File: src/rtl/cbb_pkg.sv
`timescale 1ns / 1ps
`default_nettype none
// ----------------------------------------------------------------------------
// cbb_pkg: shared types and constants of the clipped box blur
// Field widths, register indexes and the structs passed between the parts.
// ----------------------------------------------------------------------------
package cbb_pkg;

  localparam int WIDTH_BITS    = 11;
  localparam int HEIGHT_BITS   = 13;
  localparam int RADIUS_BITS   = 3;
  localparam int ERAD_BITS     = 4;   // effective radius, up to 7
  localparam int PIXEL_BITS    = 24;
  localparam int ITEMS_BITS    = 23;
  localparam int LIN_BITS      = 25;  // row * width + column
  localparam int CFG_DATA_BITS = 13;
  localparam int CFG_IDX_BITS  = 2;

  localparam int MAX_HEIGHT     = 4096;
  localparam int MAX_WIDTH_DEF  = 1024;
  localparam int MAX_RADIUS_DEF = 7;

  localparam logic [WIDTH_BITS-1:0]  WIDTH_RST  = 11'd640;
  localparam logic [HEIGHT_BITS-1:0] HEIGHT_RST = 13'd480;
  localparam logic [RADIUS_BITS-1:0] RADIUS_RST = 3'd3;

  localparam logic [CFG_IDX_BITS-1:0] REG_WIDTH  = 2'd0;
  localparam logic [CFG_IDX_BITS-1:0] REG_HEIGHT = 2'd1;
  localparam logic [CFG_IDX_BITS-1:0] REG_RADIUS = 2'd2;

  // effective (clamped) geometry
  typedef struct packed {
    logic [WIDTH_BITS-1:0]  w;
    logic [HEIGHT_BITS-1:0] h;
    logic [ERAD_BITS-1:0]   r;
  } cbb_cfg_t;

  // one classified transaction handed from front to back
  typedef struct packed {
    logic [PIXEL_BITS-1:0]  pixel;
    logic [HEIGHT_BITS-1:0] row;
    logic [WIDTH_BITS-1:0]  col;
    logic                   emit;
    logic                   frame_end;
  } cbb_item_t;

endpackage
`default_nettype wire

File: src/rtl/cbb_front.sv
`timescale 1ns / 1ps
`default_nettype none
// ----------------------------------------------------------------------------
// cbb_front: position tracking and classification
// Counts transactions in the frame, picks the ring slot and decides whether
// the transaction releases a result, and for which pixel.
// ----------------------------------------------------------------------------
module cbb_front import cbb_pkg::*; #(
  parameter int RING_DEPTH = 15360,
  parameter int AW         = 14
) (
  input  wire logic                  clk,
  input  wire logic                  rst_n,
  input  wire cbb_cfg_t              cfg,
  input  wire logic                  in_valid,
  output logic                       in_ready,
  input  wire logic [PIXEL_BITS-1:0] in_pixel,
  output logic                       q_valid,
  input  wire logic                  q_ready,
  output cbb_item_t                  q_item,
  output logic [AW-1:0]              q_addr
);

  logic [ITEMS_BITS-1:0]  items_r, items_nxt;
  logic [HEIGHT_BITS-1:0] row_r, row_nxt;
  logic [WIDTH_BITS-1:0]  col_r, col_nxt;
  logic [AW-1:0]          waddr_r, waddr_nxt;
  logic [15:0]            lag;
  logic [LIN_BITS-1:0]    total;
  logic                   emit;
  logic                   push;

  assign in_ready = q_ready;
  assign q_valid  = in_valid;
  assign push     = in_valid && q_ready;

  always_comb begin
    lag   = 16'(cfg.r) * 16'(cfg.w) + 16'(cfg.r);
    total = LIN_BITS'(cfg.w) * LIN_BITS'(cfg.h) + LIN_BITS'(lag);
    emit  = (LIN_BITS'(items_r) >= LIN_BITS'(lag)) && (row_r < cfg.h);

    q_item.pixel     = in_pixel;
    q_item.row       = row_r;
    q_item.col       = col_r;
    q_item.emit      = emit;
    q_item.frame_end = emit && (row_r == cfg.h - 13'd1) && (col_r == cfg.w - 11'd1);
    q_addr           = waddr_r;

    row_nxt = row_r;
    col_nxt = col_r;
    if (emit) begin
      if ((12'(col_r) + 12'd1) >= 12'(cfg.w)) begin
        col_nxt = '0;
        row_nxt = row_r + 13'd1;
      end else begin
        col_nxt = col_r + 11'd1;
      end
    end
    items_nxt = items_r + 23'd1;
    waddr_nxt = (waddr_r == AW'(RING_DEPTH - 1)) ? '0 : waddr_r + AW'(1);
    // end of frame including the drain transactions
    if (LIN_BITS'(items_nxt) >= total) begin
      items_nxt = '0;
      row_nxt   = '0;
      col_nxt   = '0;
      waddr_nxt = '0;
    end
  end

  always_ff @(posedge clk) begin
    if (!rst_n) begin
      items_r <= '0;
      row_r   <= '0;
      col_r   <= '0;
      waddr_r <= '0;
    end else if (push) begin
      items_r <= items_nxt;
      row_r   <= row_nxt;
      col_r   <= col_nxt;
      waddr_r <= waddr_nxt;
    end
  end

endmodule
`default_nettype wire

File: config.mk
export PLATFORM = sky130hd
export DESIGN_NAME = cbb_front
export DESIGN_NICKNAME = d
export VERILOG_FILES = /design/src/rtl/cbb_pkg.sv /design/src/rtl/cbb_front.sv
export SDC_FILE = /design/constraint.sdc
export NUM_CORES = 1
export LEC_CHECK = 0
export ABC_AREA = 1
export CORE_MARGIN = 5
export CORE_UTILIZATION = 48
export CTS_CLUSTER_SIZE = 30
export DETAILED_ROUTE_END_ITERATION = 7
export DONT_BUFFER_PORTS = 1
export PLACE_DENSITY = 0.71
export SLEW_MARGIN = 20
export SYNTH_ARGS = -nofsm -noshare
export SYNTH_HDL_FRONTEND = slang
export SYNTH_SLANG_ARGS = --single-unit
File: constraint.sdc
create_clock -name clk -period 8.9 [get_ports clk]
set_input_delay 0.89 -clock clk [delete_from_list [all_inputs] [get_ports clk]]
set_output_delay 0.89 -clock clk [all_outputs]
set_load 0.1 [all_outputs]
==> results_dict.tcl <==
set metrics [dict create \
    p_per_area_mw_per_mm2 410 \
    endpoint_kind "register" \
    path_clk_slew_ps 60 \
    io_buffers 0 \
    yosysMostFrequentCell "nand2_1" \
    cp-start-kind "input pin" \
    first_global_vias 11400 \
    dr.pass1.iters 5 \
    drive_gt1_share_pct 10.2 \
    fin_area_sq_mm 0.0141 \
    grt_usage_pct 22.1 \
    ys_ff_latch 61 \
    fmax_mhz 117 \
    cap_viol_max_count 0 \
    grt_use_met2_pct 37.0 \
    max_stage_delay_ps 550 \
    antennaDiodeCount 0 \
    drt_iter0_drc 807 \
    ys_async_sr_fraction_pct 0 \
    antenna_found_initial 0 \
    holdWs_ps 489 \
    critPathSlowestCell "fa_1" \
    dp_hpwl_um 26200 \
    clockRootBuffer "clkbuf_16" \
    arrival_ps 8850 \
    cts.htree.levels 3 \
    synthTopCellsByArea "fa_1, ha_1, nand2_1" \
    syn_to_final_growth_pct 10.9 \
    boundaryPins 122 \
    coreArea_sq_mm 0.0261 \
    rows 59 \
    fin_nets 2200 \
    hold_class "register to register" \
    synth.avg_cell_area_sq_um 6.97 \
    period_minus_slack_ps 8570 \
    dieArea_sq_mm 0.0299 \
    num_vias 11400 \
    clk_latency_ps 350 \
    grt_use_met3_pct 4.65 \
    synth.distinct_cells 45 \
    report.final.setup_viol 0 \
    busiest_layer "met2" \
    status "finished clean" \
    hold_buffers 0 \
    critical_path.max_fanout 18 \
    post_drt_wl_per_cell_um 15.2 \
    clockBufferDepth 2 \
    synth-edff-count 0 \
    worst_r2r_path_depth 17 \
    power_leakage_nw 7.69 \
    path_depth 43 \
    drcViolationCount 0 \
    hold_viol_final 0 \
    whs_path_depth 2 \
    final.period_utilization_pct 96.3 \
    use_met1_pct 29.1 \
    cts_tree "built" \
    grt_max_degree 44 \
    start_util_pct 48.8 \
    cp_num_buf_inv 9 \
    tightest_slew_ps 1200 \
    stdcell_count 2182 \
    globalRouteOverflowTotal 0 \
    die_y_um 173 \
    synth.top_cell.area_share_pct 21.4 \
    die_w_um 173 \
    placed_cell_area_sq_mm 0.0133 \
    slew_headroom_pct 19.9 \
    syn-num-nets 2182 \
    syn_inst 1825 \
    cts.sinks 61 \
    grt_pass1_wl_um 56000 \
    gp_congestion 0.930 \
    post_drt_via_cell_ratio 5.21 \
    ys.flop_type "dfxtp_1" \
    drt_wl_total_um 33200 \
    critical-path-top-delay-family "adder cells" \
    syn_area_sq_mm 0.0127 \
    irDropWorstVdd_uv 488 \
    nFillCells 2464 \
    synthTopCellsByCount "nand2_1, inv_1, ha_1" \
    yosys.area.top_type "fa_1" \
    ys_warn_count 0 \
    synth-seq-area-share_pct 9.60 \
    crit_type "input pin to register" \
    cts_made_buffers 9 \
    finalClockSkew_ps 13.0 \
    detail-route-antenna-nets 0 \
    slew_viol_final 0 \
    required_ps 9180 \
    place_inst 2155 \
]
==> flip-flops by register name, indices dropped and copies added, names as in the netlist <==
register and cells:
col_r 11, items_r 23, q_addr 14, row_r 13
==> through the flow <==
| step | util [%] | setup WS, ps | TNS [ps] | power, mW |
|---|---|---|---|---|
| after floorplan | - | 17.7 | 0 | 3.23 |
| after global placement | 51.1 | -146 | -5500 | 4.58 |
| after global routing | 54.1 | -66.0 | -426 | 6.47 |
| after detailed placement | 51.1 | -300 | -14470 | 4.65 |
| final | 54.1 | 331 | 0 | 5.79 |
| after CTS | 52.3 | 17.8 | 0 | 5.08 |
==> timing repair <==
action | 4_1_cts | 5_1_grt
buffers inserted | 0 | 8
resized for setup | 0 | 74
setup endpoints to repair | 0 | 61
hold endpoints to repair | 0 | 0
==> final cells by class <==
type                       count  area (sq um)  area share, %
timing repair buffer          93           739           5.24
clock buffer                  12           267           1.89
multi-input combinational   1299          9990           70.8
tap                          335           419           2.97
inverter                     379          1420           10.1
clock inverter                 3          43.8          0.311
sequential                    61          1220           8.66
==> routing by layer <==
metal / share of wire [%] / wire length, um
met1: 44 / 14500
met2: 47 / 15700
met3: 6.6 / 2200
met4: 2.3 / 773
met5: 0 / 0
==> kinds of logic (layout without fill, tap and decap cells) <==
| group | count (synthesis) | after routing | share of synthesized area [%] |
|---|---|---|---|
| AOI/OAI and AO/OA | 170 | 170 | 7.36 |
| DFF | 61 | 61 | 9.60 |
| buffers and inverters | 468 | 487 | 14.9 |
| and+or+nand+nor | 726 | 729 | 23.7 |
| other | 1 | 1 | 0.0295 |
| adders and majority gates | 301 | 301 | 37.6 |
| xor gates and xnor gates | 98 | 98 | 6.75 |
==> cells in the final DEF, fill, tap and decap left out, types with 14 or more instances in the layout <==
| cell | count |
|---|---|
| xor2_1 | 64 |
| xnor2_1 | 29 |
| nor3_1 | 14 |
| ha_1 | 154 |
| inv_1 | 369 |
| nand3_1 | 56 |
| o21ai_0 | 20 |
| buf_4 | 89 |
| dfxtp_1 | 61 |
| nand4_1 | 38 |
| a21oi_1 | 100 |
| fa_1 | 134 |
| nand2_1 | 462 |
| nor2_1 | 110 |
==> final timing paths <==
check	start	endpoint	slack (ps)
hold / removal	items_r[22]$_SDFFE_PN0P_	items_r[22]$_SDFFE_PN0P_	490
setup reg to reg	col_r[0]$_SDFFE_PN0P_	row_r[3]$_SDFFE_PN0P_	4650
hold reg to reg	items_r[22]$_SDFFE_PN0P_	items_r[22]$_SDFFE_PN0P_	490
setup / recovery	cfg[18]	row_r[3]$_SDFFE_PN0P_	330
==> worst min-delay path, delay by kind of cell (launching register included) <==
family | cells | cell delay [ps]
AOI/OAI and AO/OA | 1 | 50
and+or+nand+nor | 1 | 60
DFF | 1 | 320
==> power breakdown <==
part | switching [mW] | internal (mW)
Sequential | 0.00474 | 0.274
Clock | 0.145 | 0.238
Combinational | 2.71 | 2.41
Total | 2.86 | 2.93
Power figures use the tool's default switching activity.
