<file path="config.mk">
export PLATFORM = sky130hd
export DESIGN_NAME = cbb_queue
export DESIGN_NICKNAME = d
export VERILOG_FILES = /design/src/rtl/cbb_queue.sv
export SDC_FILE = /design/constraint.sdc
export NUM_CORES = 1
export LEC_CHECK = 0
export ABC_AREA = 1
export CORE_MARGIN = 4
export CORE_UTILIZATION = 35
export DETAILED_ROUTE_END_ITERATION = 8
export DONT_BUFFER_PORTS = 1
export GPL_ROUTABILITY_DRIVEN = 0
export GPL_TIMING_DRIVEN = 0
export HOLD_SLACK_MARGIN = 0.05
export PLACE_DENSITY = 0.54
export SLEW_MARGIN = 20
export SYNTH_ARGS = -nofsm -noshare
export SYNTH_HDL_FRONTEND = slang
export SYNTH_SLANG_ARGS = --single-unit
export TNS_END_PERCENT = 1
</file>
<file path="constraint.sdc">
create_clock -name clk -period 2.5 [get_ports clk]
set_input_delay 0.375 -clock clk [delete_from_list [all_inputs] [get_ports clk]]
set_output_delay 0.375 -clock clk [all_outputs]
set_load 0.005 [all_outputs]
</file>
<file path="src/rtl/cbb_queue.sv">
`timescale 1ns / 1ps
`default_nettype none
// ----------------------------------------------------------------------------
// cbb_queue: two-entry queue between front and back
// Lets the front keep taking transactions while the back works.
// ----------------------------------------------------------------------------
module cbb_queue #(
  parameter int DW = 8
) (
  input  wire logic          clk,
  input  wire logic          rst_n,
  input  wire logic          push_valid,
  output logic               push_ready,
  input  wire logic [DW-1:0] push_data,
  output logic               pop_valid,
  input  wire logic          pop_ready,
  output logic [DW-1:0]      pop_data
);

  logic [DW-1:0] ent_r [2];
  logic          wp_r, rp_r;
  logic [1:0]    cnt_r;
  logic          push, pop;

  assign push_ready = (cnt_r != 2'd2);
  assign pop_valid  = (cnt_r != 2'd0);
  assign pop_data   = ent_r[rp_r];
  assign push       = push_valid && push_ready;
  assign pop        = pop_valid && pop_ready;

  always_ff @(posedge clk) begin
    if (push) begin
      ent_r[wp_r] <= push_data;
    end
  end

  always_ff @(posedge clk) begin
    if (!rst_n) begin
      wp_r  <= 1'b0;
      rp_r  <= 1'b0;
      cnt_r <= 2'd0;
    end else begin
      if (push) wp_r <= ~wp_r;
      if (pop) rp_r <= ~rp_r;
      if (push && !pop) begin
        cnt_r <= cnt_r + 2'd1;
      end else if (pop && !push) begin
        cnt_r <= cnt_r - 2'd1;
      end
    end
  end

endmodule
`default_nettype wire

</file>
==> impl_metrics.json, run 1 <==
{
  "worstSetupPathType": "flip-flop to primary output",
  "ir_drop_uv": 429,
  "die_h_um": 56.9,
  "crit_slowest_cell": "mux2_2",
  "totalWireLength_um": 1310,
  "min_path_type": "input port to flip-flop",
  "drtIter0Drc": 5,
  "rsz0062_at_grt": "no",
  "r2r_cells": 4,
  "grt_pass1_wl_um": 2080,
  "ant_nets": 0,
  "path_buf_inv": 1,
  "clock_latency_ns": 0.30,
  "first_global_vias": 468,
  "clock-sinks": 21,
  "final_cells": 94,
  "min_delay_path_depth": 0,
  "hold_end": "ent_r[0][1]$_DFFE_PP_",
  "coreArea_um2": 2230,
  "cp_max_fo": 8,
  "r2r_slack_ns": 0.94,
  "yosys.area.top_type_share": 0.575,
  "drive_gt1_frac": 0.288,
  "arrival_ns": 1.21,
  "fin_nets": 80,
  "yosys.area.top_type": "edfxtp_1",
  "p_leak_nw": 0.336,
  "fin_util": 0.402,
  "worst_pin_slew_ns": 0.751,
  "grt-ovfl-total": 0,
  "viasPerCell": 4.79,
  "portBuffers": 0,
  "num_rows": 17,
  "ys.warnings.count": 0,
  "synth_seq_area_share": 0.695,
  "run_status": "finished, final reports clean",
  "root_buffer": "clkbuf_4",
  "slowest_delay_ns": 0.38,
  "timing.rr.end": "ent_r[1][4]$_DFFE_PP_",
  "syn_to_final_growth_pct": 7.49,
  "whs_ns": 0.162,
  "drt_first_pass_iters": 2,
  "clock_path_buffers": 2,
  "crit_family": "multiplexers",
  "start_kind": "flip-flop",
  "clock.fmax_mhz": 632,
  "final_hold_viol_count": 0,
  "synth.top_cells.by_area": "edfxtp_1 (57%), dfxtp_1 (12%), mux2_2 (11%), nor2_1 (3.6%), inv_1 (2.7%)",
  "die_area_um2": 3230,
  "clk_pin_slew_ns": 0.12,
  "diodes": 0,
  "dp_hpwl_um": 965,
  "avgSynthCellArea_um2": 13.5,
  "initial_core_util": 0.374,
  "ys_types": 18,
  "antenna_found_initial": 0,
  "worstPathRequired_ns": 2.12,
  "cts_hold_buffers": 0,
  "crit_chain": "buf_2, mux2_2",
  "cts_setup_buffers": 0,
  "ctsResizeCount": 0,
  "min_period_ns": 1.58,
  "fin_skew_ns": 0.00224,
  "synth_area_um2": 836,
  "worstSetupEndpointType": "primary output",
  "relSlewSlack": 0.497,
  "dp_cells": 90,
  "route.detailed.drc": 0,
  "max_cap_violations": 0,
  "synth_fp_nets": 75,
  "grt_max_degree": 13,
  "timing.rr.start": "cnt_r[0]$_SDFFE_PN0P_",
  "power_density_nw_per_um2": 976,
  "numCtsBuffers": 3,
  "finalMaxSlewViolations": 0,
  "grt_usage": 0.0882,
  "total_power_mw": 0.877,
  "synth_seq_cells": 21,
  "setup_violations": 0,
  "htree_levels": 1,
  "synthCells": 62,
  "num_vias": 450,
  "die_x_um": 56.9,
  "min_period_over_period": 0.633,
  "cts_tree": "done",
  "ioPinCount": 22,
  "tns_ns": 0,
  "wl_per_cell_um": 14.0,
  "min_from": "push_data[1]"
}
==> sequential cells by signal, summed over array words and instances (netlist names), named ones only <==
register	flops
wp_r	1
ent_r	16
cnt_r	2
rp_r	1
==> cells in the mapped netlist <==
cell type,count
clkinv_2,1
a21oi_1,1
nor2_1,8
nand4_1,1
mux2_2,8
nand3_1,1
edfxtp_1,16
nand2_2,1
o21ai_1,1
o21ai_0,1
nand2_4,2
ha_1,1
inv_1,6
o21a_2,1
inv_2,1
dfxtp_1,5
nand2_1,6
buf_2,1
==> layout make-up <==
| class | instances | area [µm²] |
|---|---|---|
| well taps | 28 | 35.0 |
| clock buffers | 3 | 22.5 |
| clock inverters | 1 | 5.00 |
| flip-flops and latches | 21 | 581 |
| inverters | 8 | 31.3 |
| fillers | 226 | 1340 |
| plain buffers | 1 | 5.00 |
| multi-input cells | 32 | 219 |
==> power by group <==
group / internal, mW / switching, mW / total, mW
clock network: 0.0596 / 0.102 / 0.161
logic: 0.0955 / 0.143 / 0.238
registers: 0.446 / 0.0316 / 0.477
total: 0.601 / 0.276 / 0.877
==> routing by layer <==
metal | routed length (µm) | global-route usage
met1 | 464 | 0.0831
met2 | 741 | 0.155
met3 | 94 | 0.0345
met4 | 13 | 0.0596
met5 | 0 | 0
==> stage by stage <==
| step | setup WS (ns) | instance area (µm²) |
|---|---|---|
| floorplan | 1.20 | 836 |
| CTS | 0.892 | 898 |
| finish | 0.917 | 898 |
| detailed placement | 0.943 | 871 |
| global route | 0.800 | 898 |
| global placement | 0.960 | 871 |
==> placed cells by master (no fill, tap or decap) <==
master,netlist,final
clkinv_2,1,2
nand2_4,2,2
ha_1,1,1
o21ai_0,1,1
dfxtp_1,5,5
buf_2,1,1
nand4_1,1,1
nand3_1,1,1
nand2_2,1,1
mux2_2,8,8
nor2_1,8,8
a21oi_1,1,1
nand2_1,6,6
o21a_2,1,1
inv_2,1,1
edfxtp_1,16,16
inv_1,6,6
clkbuf_4,0,3
o21ai_1,1,1
==> kinds of logic (layout without fill, tap and decap cells) <==
kind of cell | count (synthesis) | count (layout) | share of synthesized area
compound gates | 4 | 4 | 0.0284
flops | 21 | 21 | 0.695
simple gates | 19 | 19 | 0.111
buf+inv | 9 | 13 | 0.0434
fa+ha+maj | 1 | 1 | 0.0150
mux | 8 | 8 | 0.108
==> worst max-delay path by stage <==
stage                                 end  slack, ns                  start  depth (start not counted)
finish                        pop_data[7]       0.92              flip-flop                          2
global route        ent_r[1][0]$_DFFE_PP_       0.80  cnt_r[0]$_SDFFE_PN0P_                          4
CTS                           pop_data[0]       0.89              flip-flop                          2
detailed placement  ent_r[1][1]$_DFFE_PP_       0.94  cnt_r[0]$_SDFFE_PN0P_                          4
global placement    ent_r[1][1]$_DFFE_PP_       0.96  cnt_r[0]$_SDFFE_PN0P_                          4
floorplan           ent_r[1][0]$_DFFE_PP_       1.20  cnt_r[0]$_SDFFE_PN0P_                          4
No activity file was read; power rests on OpenSTA's default activity.
==> inputs of run 2 (changes only) <==
==> constraint.sdc (replaced) <==
create_clock -name clk -period 1.5 [get_ports clk]
set_input_delay 0.225 -clock clk [delete_from_list [all_inputs] [get_ports clk]]
set_output_delay 0.225 -clock clk [all_outputs]
set_load 0.005 [all_outputs]
==> run 2 against run 1 <==
Net effect:
- via count increased by 8.0%
- core utilization increased by 4.8 points
- first-iteration DRC count decreased by 20%
- worst hold slack improved by 0.0014 ns
- non-clock buffer count increased by 10
- clock-buffer cell count unchanged
- design area increased by 12%
- worst setup slack got worse by 0.82 ns
==> impl_metrics.json, run 2 (synthesis gave the netlist of run 1 again) <==
{
  "drt_first_pass_iters": 3,
  "p_leak_nw": 0.377,
  "initial_core_util": 0.374,
  "htree_levels": 1,
  "grt_pass1_wl_um": 2180,
  "worstPathRequired_ns": 1.27,
  "num_rows": 17,
  "clock_path_buffers": 2,
  "design_area_um2": 1010,
  "power_frac_comb": 0.288,
  "seqPwrFrac": 0.533,
  "cp_max_fo": 8,
  "path_buf_inv": 1,
  "grt_max_degree": 13,
  "syn_to_final_growth_pct": 20.4,
  "crit_chain": "clkbuf_4, mux2_2",
  "ioPinCount": 22,
  "pre_cts_slack_ns": -0.0572,
  "min_period_ns": 1.40,
  "first_global_vias": 496,
  "tns_ns": 0,
  "root_buffer": "clkbuf_4",
  "final_cell_mix": "edfxtp_1 (16), dlygate4sd3_1 (10), mux2_2 (8)",
  "die_x_um": 56.9,
  "clock-sinks": 21,
  "max_cap_violations": 0,
  "portBuffers": 0,
  "drtIter0Drc": 4,
  "coreArea_um2": 2230,
  "ir_drop_uv": 762,
  "largest_reg_flops": 16,
  "dp_hpwl_um": 965,
  "placed_area_um2": 871,
  "cts_setup_buffers": 0,
  "wl_per_cell_um": 13.0,
  "reg_top3": "ent_r: 16 flops, cnt_r: 2 flops",
  "regMostFlops": "ent_r",
  "p_sw_mw": 0.472,
  "num_vias": 486,
  "fin_skew_ns": 0.00422,
  "start_kind": "flip-flop",
  "clock.fmax_mhz": 713,
  "finalMaxSlewViolations": 0,
  "total_power_mw": 1.49,
  "setup_violations": 0,
  "crit_slowest_cell": "mux2_2",
  "run_status": "finished, final reports clean",
  "whs_ns": 0.164,
  "min_path_type": "input port to flip-flop",
  "clock_latency_ns": 0.30,
  "fin_ws_ns": 0.0972,
  "p_int_mw": 1.02,
  "min_period_over_period": 0.935,
  "viasPerCell": 4.67,
  "final_common_cell": "edfxtp_1",
  "fin_util": 0.450,
  "worstSetupEndpointType": "primary output",
  "final_cells": 104,
  "antenna_found_initial": 0,
  "worstSetupPathType": "flip-flop to primary output",
  "clockPowerShare": 0.178,
  "cts_tree": "done",
  "die_h_um": 56.9,
  "ant_nets": 0,
  "grt_usage": 0.0916,
  "diodes": 0,
  "arrival_ns": 1.18,
  "relSlewSlack": 0.691,
  "dp_cells": 90,
  "fin_nets": 90,
  "crit_family": "multiplexers",
  "slowest_delay_ns": 0.37,
  "p_sw_frac": 0.316,
  "fillers": 219,
  "grt-ovfl-total": 0,
  "worst_pin_slew_ns": 0.464,
  "final_hold_viol_count": 0,
  "rsz0062_at_grt": "no",
  "drive_gt1_frac": 0.276,
  "numCtsBuffers": 3,
  "power_density_nw_per_um2": 1490,
  "totalWireLength_um": 1350,
  "route.detailed.drc": 0,
  "clk_pin_slew_ns": 0.11,
  "die_area_um2": 3230
}
run 2: cell types whose count changed in the layout (fill, tap and decap cells not counted):
cell / previous run / this run
buf_2: 1 / 0
nor2_2: 0 / 2
nor2_1: 8 / 6
dlygate4sd3_1: 0 / 10
clkbuf_4: 3 / 4
run 2: area by class of cell:
type,count,area [µm²],area share
Multi-Input combinational cell,32,224,0.223
Sequential cell,21,581,0.577
Inverter,8,31.3,0.0311
Buffer,1,7.51,0.00746
Clock inverter,1,5.00,0.00498
Timing Repair Buffer,10,100,0.0995
Clock buffer,3,22.5,0.0224
Tap cell,28,35.0,0.0348
run 2: worst paths after layout:
kind / to / start / cells after the start / slack [ns]
worst max-delay path: pop_data[7] / flip-flop / 2 / 0.1
worst min-delay path: wp_r$_SDFFE_PN0P_ / push_valid / 3 / 0.16
worst max register to register: cnt_r[1]$_SDFFE_PN0P_ / cnt_r[1]$_SDFFE_PN0P_ / 9 / 0.11
worst min register to register: flip-flop / rp_r$_SDFFE_PN0P_ / 2 / 0.51
run 2: repair_timing:
| item | in CTS | in global routing |
|---|---|---|
| endpoints found under the setup margin | 16 | 6 |
| hold buffers | 9 | 1 |
| endpoints found under the hold margin | 18 | 2 |
| resized for setup | 2 | 1 |
run 2: power groups by stage:
stage | registers [mW] | logic, mW | clock network [mW]
after detailed placement | 0.811 | 0.406 | 0
after floorplan | 0.798 | 0.338 | 0
final | 0.797 | 0.431 | 0.267
after global routing | 0.806 | 0.489 | 0.308
after CTS | 0.798 | 0.437 | 0.274
after global placement | 0.807 | 0.394 | 0
run 2: layer usage:
metal / GRT usage / wire length, µm / up-vias / share of wire
met5: 0 / 0 / - / 0
met4: 0.0596 / 10 / 0 / 0.0074
met3: 0.0345 / 88 / 2 / 0.065
met2: 0.158 / 741 / 9 / 0.55
met1: 0.0903 / 508 / 233 / 0.38
li1: - / - / 242 / -
run 2: tightest hold or removal path: cells and delay by family:
family | cells | cell delay (ns)
simple gates | 2 | 0.14
compound gates | 1 | 0.06
